[config.mk]
export PLATFORM = sky130hd
export DESIGN_NAME = lsd_bcd_conv
export DESIGN_NICKNAME = d
export VERILOG_FILES = /design/src/design/lsd_pkg.sv /design/src/design/lsd_bcd_conv.sv
export SDC_FILE = /design/constraint.sdc
export NUM_CORES = 1
export LEC_CHECK = 0
export BUFFER_PORTS_ARGS = -buffer_cell sky130_fd_sc_hd__buf_2
export CORE_AREA = 2 2 80 113
export DETAILED_ROUTE_END_ITERATION = 16
export DIE_AREA = 0 0 82 115
export MAX_ROUTING_LAYER = met4
export PLACE_DENSITY = 0.75
export SLEW_MARGIN = 40
export SYNTH_ARGS = -nofsm -noshare
export SYNTH_HDL_FRONTEND = slang
export SYNTH_SLANG_ARGS = --single-unit
[constraint.sdc]
create_clock -name clk -period 1.9 [get_ports clk]
set_input_delay 0.095 -clock clk [delete_from_list [all_inputs] [get_ports clk]]
set_output_delay 0.095 -clock clk [all_outputs]
set_load 0.02 [all_outputs]
[src/design/lsd_pkg.sv]
// Shared constants and helpers for the decimal radix sorter.
package lsd_pkg;

    // Default configuration
    localparam int DefMaxItems  = 64;
    localparam int DefValueBits = 31;

    // Stream field widths
    localparam int FieldBits = 31;
    localparam int TdataBits = 32;

    // Decimal radix and digit width
    localparam int Radix     = 10;
    localparam int DigitBits = 4;

    // Number of decimal digits needed for any value of the given bit width
    function automatic int bcd_digits(input int bits);
        return (bits * 30103) / 100000 + 1;
    endfunction

endpackage

[src/design/lsd_bcd_conv.sv]
// Iterative binary to BCD converter, one bit per cycle, with digit count.
module lsd_bcd_conv #(
    parameter int VALUE_BITS = lsd_pkg::DefValueBits,
    parameter int NDIG       = lsd_pkg::bcd_digits(lsd_pkg::DefValueBits),
    parameter int ND_W       = $clog2(NDIG + 1)
) (
    input  logic                                 clk,
    input  logic                                 rst_n,
    input  logic                                 start,
    input  logic [VALUE_BITS-1:0]                bin,
    output logic                                 done,
    output logic [NDIG-1:0][lsd_pkg::DigitBits-1:0] bcd,
    output logic [ND_W-1:0]                      ndig
);

    localparam int CNT_W = $clog2(VALUE_BITS + 1);
    localparam int SH_W  = NDIG * lsd_pkg::DigitBits + VALUE_BITS;

    logic                                     busy_reg, busy_next;
    logic                                     done_reg, done_next;
    logic [CNT_W-1:0]                         cnt_reg, cnt_next;
    logic [VALUE_BITS-1:0]                    bin_reg, bin_next;
    logic [NDIG-1:0][lsd_pkg::DigitBits-1:0]  bcd_reg, bcd_next;
    logic [NDIG-1:0][lsd_pkg::DigitBits-1:0]  adj;
    logic [SH_W-1:0]                          sh;

    // Add three to every digit of five or more, then shift in the next bit
    always_comb
    begin
        for (int i = 0; i < NDIG; i++)
        begin
            adj[i] = (bcd_reg[i] >= 4'd5) ? bcd_reg[i] + 4'd3 : bcd_reg[i];
        end
        sh = {adj, bin_reg} << 1;
    end

    // Sequence the shift steps
    always_comb
    begin
        busy_next = busy_reg;
        done_next = 1'b0;
        cnt_next  = cnt_reg;
        bin_next  = bin_reg;
        bcd_next  = bcd_reg;
        if (start)
        begin
            busy_next = 1'b1;
            cnt_next  = CNT_W'(VALUE_BITS);
            bin_next  = bin;
            bcd_next  = '0;
        end
        else if (busy_reg)
        begin
            bcd_next = sh[SH_W-1:VALUE_BITS];
            bin_next = sh[VALUE_BITS-1:0];
            cnt_next = cnt_reg - CNT_W'(1);
            if (cnt_reg == CNT_W'(1))
            begin
                busy_next = 1'b0;
                done_next = 1'b1;
            end
        end
    end

    always_ff @(posedge clk or negedge rst_n)
    begin
        if (!rst_n)
        begin
            busy_reg <= 1'b0;
            done_reg <= 1'b0;
            cnt_reg  <= '0;
        end
        else
        begin
            busy_reg <= busy_next;
            done_reg <= done_next;
            cnt_reg  <= cnt_next;
        end
    end

    // Hold the working value and digits
    always_ff @(posedge clk)
    begin
        bin_reg <= bin_next;
        bcd_reg <= bcd_next;
    end

    // Count the digits up to the highest nonzero one
    always_comb
    begin
        ndig = '0;
        for (int i = 0; i < NDIG; i++)
        begin
            if (bcd_reg[i] != '0)
            begin
                ndig = ND_W'(i + 1);
            end
        end
    end

    assign done = done_reg;
    assign bcd  = bcd_reg;

endmodule
### After elaboration in Yosys (flattened, before gate mapping)

Index checks and enable logic that the tools add are counted.

* register bits: 78
* bits in latches: 0
* word-level logic and storage cells: 77
* bits in writable memories: 0
* bits in read-only memories: 0
* memories kept: 0
* bits of input ports: 34
* output and inout bits: 45

* divide/modulo/power cells: 0
* multiplexer cells: 30
* order comparisons: 10
* shifts and indexed selects: 0
* reductions and logical operators: 11
* multipliers: 0
* add/subtract/negate cells: 11
* bitwise gates (word level): 0
* equality and inequality tests: 1

Operator list (count)
* 4-bit two-way mux: 16
* 31-bit two-way mux: 2
* 4-bit by 3-bit >= comparator with 1-bit output (second input constant): 10
* 4-bit nonzero test: 10
* 4-bit by 2-bit adder with 4-bit output (second input constant): 9
* 5-bit two-way mux: 2
* 1-bit two-way mux: 7
* 5-bit by 1-bit == test with 1-bit output (second input constant): 1
* 5-bit by 1-bit subtractor with 5-bit output (second input constant): 1
* 2-bit two-way mux: 2
* 3-bit by 2-bit adder with 3-bit output (second input constant): 1
* 3-bit two-way mux: 1
* 2-bit nonzero test: 1

### Depth between registers and ports, before layout

* depth in word-level cells: 11
* mapped depth: 6
* mapped depth without buffers: 6

### Least setup slack after synthesis

OpenSTA, ideal clock, no wires.

* path type: flip-flop to flip-flop
* start point: reg busy_reg
* end point: reg bin_reg[0] (enable)
* setup time: 0.389 ns
* cell stages (with the launch flop): 4
* slack: 0.050 ns
* data required time: 1.511 ns
* period minus slack after synthesis: 1.850 ns
* arrival: 1.460 ns
* path buffers: 2
* path through: dfrtp_1 buf_2 buf_2 or2_1

* cells in the longest elaborated chain, start to end: 1

RTL lines
* start, declared: line lsd_bcd_conv.sv:19 `logic busy_reg, busy_next;`
* start signal, assigned: line lsd_bcd_conv.sv:75 `busy_reg <= busy_next;`
* 2-bit nonzero test (no source line)
* end signal, assigned: line lsd_bcd_conv.sv:84 `bin_reg <= bin_next;`
* end, declared: line lsd_bcd_conv.sv:22 `logic [VALUE_BITS-1:0] bin_reg, bin_next;`

No other way between the ends.
A chain may end at the register's enable or synchronous reset.

### Worst setup path after layout

* start point: reg bcd_reg (netlist bit bcd[21])
* end point: out ndig[0]

* cells in the longest elaborated chain, start to end: 6

RTL lines
* start, declared: line lsd_bcd_conv.sv:23 `logic [NDIG-1:0][lsd_pkg::DigitBits-1:0] bcd_reg, bcd_next;`
* start signal, assigned: line lsd_bcd_conv.sv:85 `bcd_reg <= bcd_next;`
* 4-bit nonzero test: line lsd_bcd_conv.sv:94 `if (bcd_reg[i] != '0)`
* 4-bit two-way mux (5 in series): line lsd_bcd_conv.sv:94
* end, declared: line lsd_bcd_conv.sv:13 `output logic [ND_W-1:0] ndig`

No other way between the ends.

==> impl_metrics.yaml <==
status:
  status: "completed"
placement:
  gp_congestion: 0.8351
  dp.final_hpwl_um: 5902
  placed_area_um2: 4614
  post-place-ws_ps: 199.1
  dp_cells: 580
  port-buffer-count: 78
power_and_ir_drop:
  pwr-share-clk_pct: 42.5
  peakVddDrop_v: 0.0006018
  p_int_mw: 3.009
  seqPwrFrac_pct: 48.8
  p_comb_share_pct: 8.7
  p_sw_share_pct: 21.94
  p_leak_nw: 2.120
  total_power_mw: 3.855
  powerDensity_nw_per_um2: 755.5
  power_switching_mw: 0.8459
setup_path:
  reg2reg_setup_slack_ps: 330
  reg2regPathDepth: 6
  crit_path_top_delay_cell: "dfxtp_2"
  worstPathCellList: "inv_2 > ha_4 > nor3b_4 > o41ai_2 > a31o_1 > a31oi_1 > buf_4"
  cp_data_required_time_ps: 1800
  worstPathArrival_ps: 1750
  path_delay_family: "compound AO/OA/AOI/OAI gates"
  path_max_fanout: 5
  reg2reg_to: "bcd[30]"
  end_kind: "output pin"
  reg2reg_from: "bcd[29]"
  slowest_delay_ps: 340
  path_buf_inv: 2
  crit_type: "flop to output pin"
  critical_path.startpoint_type: "flop"
cells_and_area:
  stdcell_area_um2: 5102
  antennaDiodeCount: 0
  area_delta_synth_final_pct: 23.99
  final_layout_size_suffix_gt1_share_pct: 34.34
  largest_register_ff_count: 40
  fin_nets: 546
  fin_cells: 600
global_route:
  grt_overflow_total: 0
  grt_max_degree: 35
  grt_pass1_vias: 3158
  grt_usage_pct: 19.48
  grt_pass1_wl_um: 13890
  antenna_found_initial: 0
sta:
  max_freq_ghz: 0.5429
  fin_skew_ps: 4.131
  hold_viol: 0
  finalCritPeriodShare_pct: 96.95
  worst_pin_slew_ps: 621.9
  post-route-worst-setup-slack_ps: 57.98
  fin_crit_ps: 1842
  fin_hold_ws_ps: 41.19
  finalSetupViolations: 0
  drv_slew: 0
  slew_headroom_pct: 58.54
min_path:
  worstHoldStart: "bin[0]"
  min_delay_path_depth: 2
  hp-class: "primary input to flop"
  min_to: "bin_reg[0]"
clocking:
  cts.clk_slew.worst_paths_ps: 60
  insertion_delay_ps: 330
  cts_inserted_buffers: 9
  h-tree-depth: 3
  cts_root_buf: "clkbuf_16"
  clock_path_buffers: 2
  clock_sinks: 78
  cts_tree: "done"
die:
  start_util_pct: 48.94
  die_w_um: 82
  die_h_um: 115
  design.core.area_um2: 8408
  rows: 40
  dieArea_um2: 9430
  io-pin-count: 79
synthesis:
  synthesis.nets: 466
  yosys-top-cells-count: "40 x dfxtp_1, 31 x edfxtp_1, 30 x nand2_1"
  yosysWarnings: 0
  synth.area.top_cells: "edfxtp_1 23%, dfxtp_1 19%, mux2_2 7.9%"
  ys_types: 39
  ys.flop_type: "dfxtp_1"
  ys_seq_area_share_pct: 46.34
  yosysTopAreaCellShare_pct: 22.62
  synthesis.area_um2: 4115
  ys_async_sr_fraction_pct: 8.974
  avgSynthCellArea_um2: 10.04
  synth_largest_area_cell: "edfxtp_1"
  synth_edf_count: 31
  synth_cells: 410
  yosysMostFrequentCell: "dfxtp_1"
  ys_ff_latch: 78
detailed_routing:
  drt-vias-per-instance: 5.418
  routed_wirelength_um: 8463
  drcViolationCount: 0
  vias: 3251
  ant_nets: 0
  wire_per_inst_um: 14.11
  drtPass1Iterations: 4
  drt_iter0_markers: 152
run:
  drv_cap: 0
==> through the flow <==
| step | setup TNS [ps] | util, % |
|---|---|---|
| floorplan | 0 | - |
| global placement | 0 | 54.88 |
| detailed placement | 0 | 54.88 |
| CTS | 0 | 59.27 |
| global route | -48.96 | 60.68 |
| finish | 0 | 60.68 |
==> worst max-delay path by stage <==
stage | start | to | slack [ps] | depth (start not counted)
after CTS | bcd[8] | ndig[0] | 3 | 6
after detailed placement | bcd[20] | ndig[0] | 200 | 7
final | bcd[21] | ndig[0] | 60 | 7
after global routing | bcd[33] | ndig[2] | -40 | 6
after global placement | bcd[20] | ndig[0] | 220 | 7
after floorplan | busy_reg | bin_reg[0] | 50 | 3
==> area by class of cell <==
type | instances | area [µm²]
fill | 694 | 3306
multi-input combinational | 285 | 2160
sequential | 78 | 1921
timing repair buffer | 89 | 505.5
clock buffer | 10 | 229.0
tap | 105 | 131.4
inverter | 27 | 103.9
clock inverter | 6 | 52.55
==> repair_timing <==
action,CTS,global route
resized for setup,19,27
endpoints found under the setup margin,3,3
endpoints found under the hold margin,7,0
setup buffers,1,2
hold buffers,1,0
pin swaps,0,2
==> per-layer routing <==
metal,part of all wire [%],track usage (%),up-vias
li1,-,-,1628
met1,43,21.39,1527
met2,51,33.93,84
met3,4.5,3.454,12
met4,1.8,8.333,0
met5,0,-,-
==> cells in the final DEF (no fill, tap or decap), types with 3 or more instances in the layout <==
cell type  instances
nor3b_1            8
xnor2_1           13
a21oi_1           29
ha_4               5
ha_1              14
dfrtp_1            6
nand3_1           12
ha_2               3
buf_2             76
mux2_2            29
clkbuf_16          9
a211oi_1          13
inv_2              5
o21ai_0           12
a211oi_2           4
nor2_1            20
edfxtp_1          31
dfxtp_2            7
nand2_1           30
o21ai_1           19
buf_4             10
dfxtp_1           32
clkinv_2           3
nor3b_4            7
nand2b_1          26
o22ai_1           19
inv_1             21
==> power groups by stage <==
stage / clock network (mW) / logic, mW / registers [mW]
after global routing: 1.74 / 0.368 / 1.89
after detailed placement: 0 / 0.322 / 1.92
after global placement: 0 / 0.315 / 1.91
after CTS: 1.67 / 0.331 / 1.88
final: 1.64 / 0.334 / 1.88
after floorplan: 0 / 0.209 / 1.92
==> logic make-up after synthesis <==
logic type	after synthesis	share of synthesized area [%]
DFF	78	46.34
and+or+nand+nor	112	14.81
xor gates and xnor gates	14	2.980
buffers and inverters	47	4.926
adders and majority gates	22	6.689
muxes	32	8.726
AOI/OAI and AO/OA	105	15.54
Power figures use the tool's default switching activity.
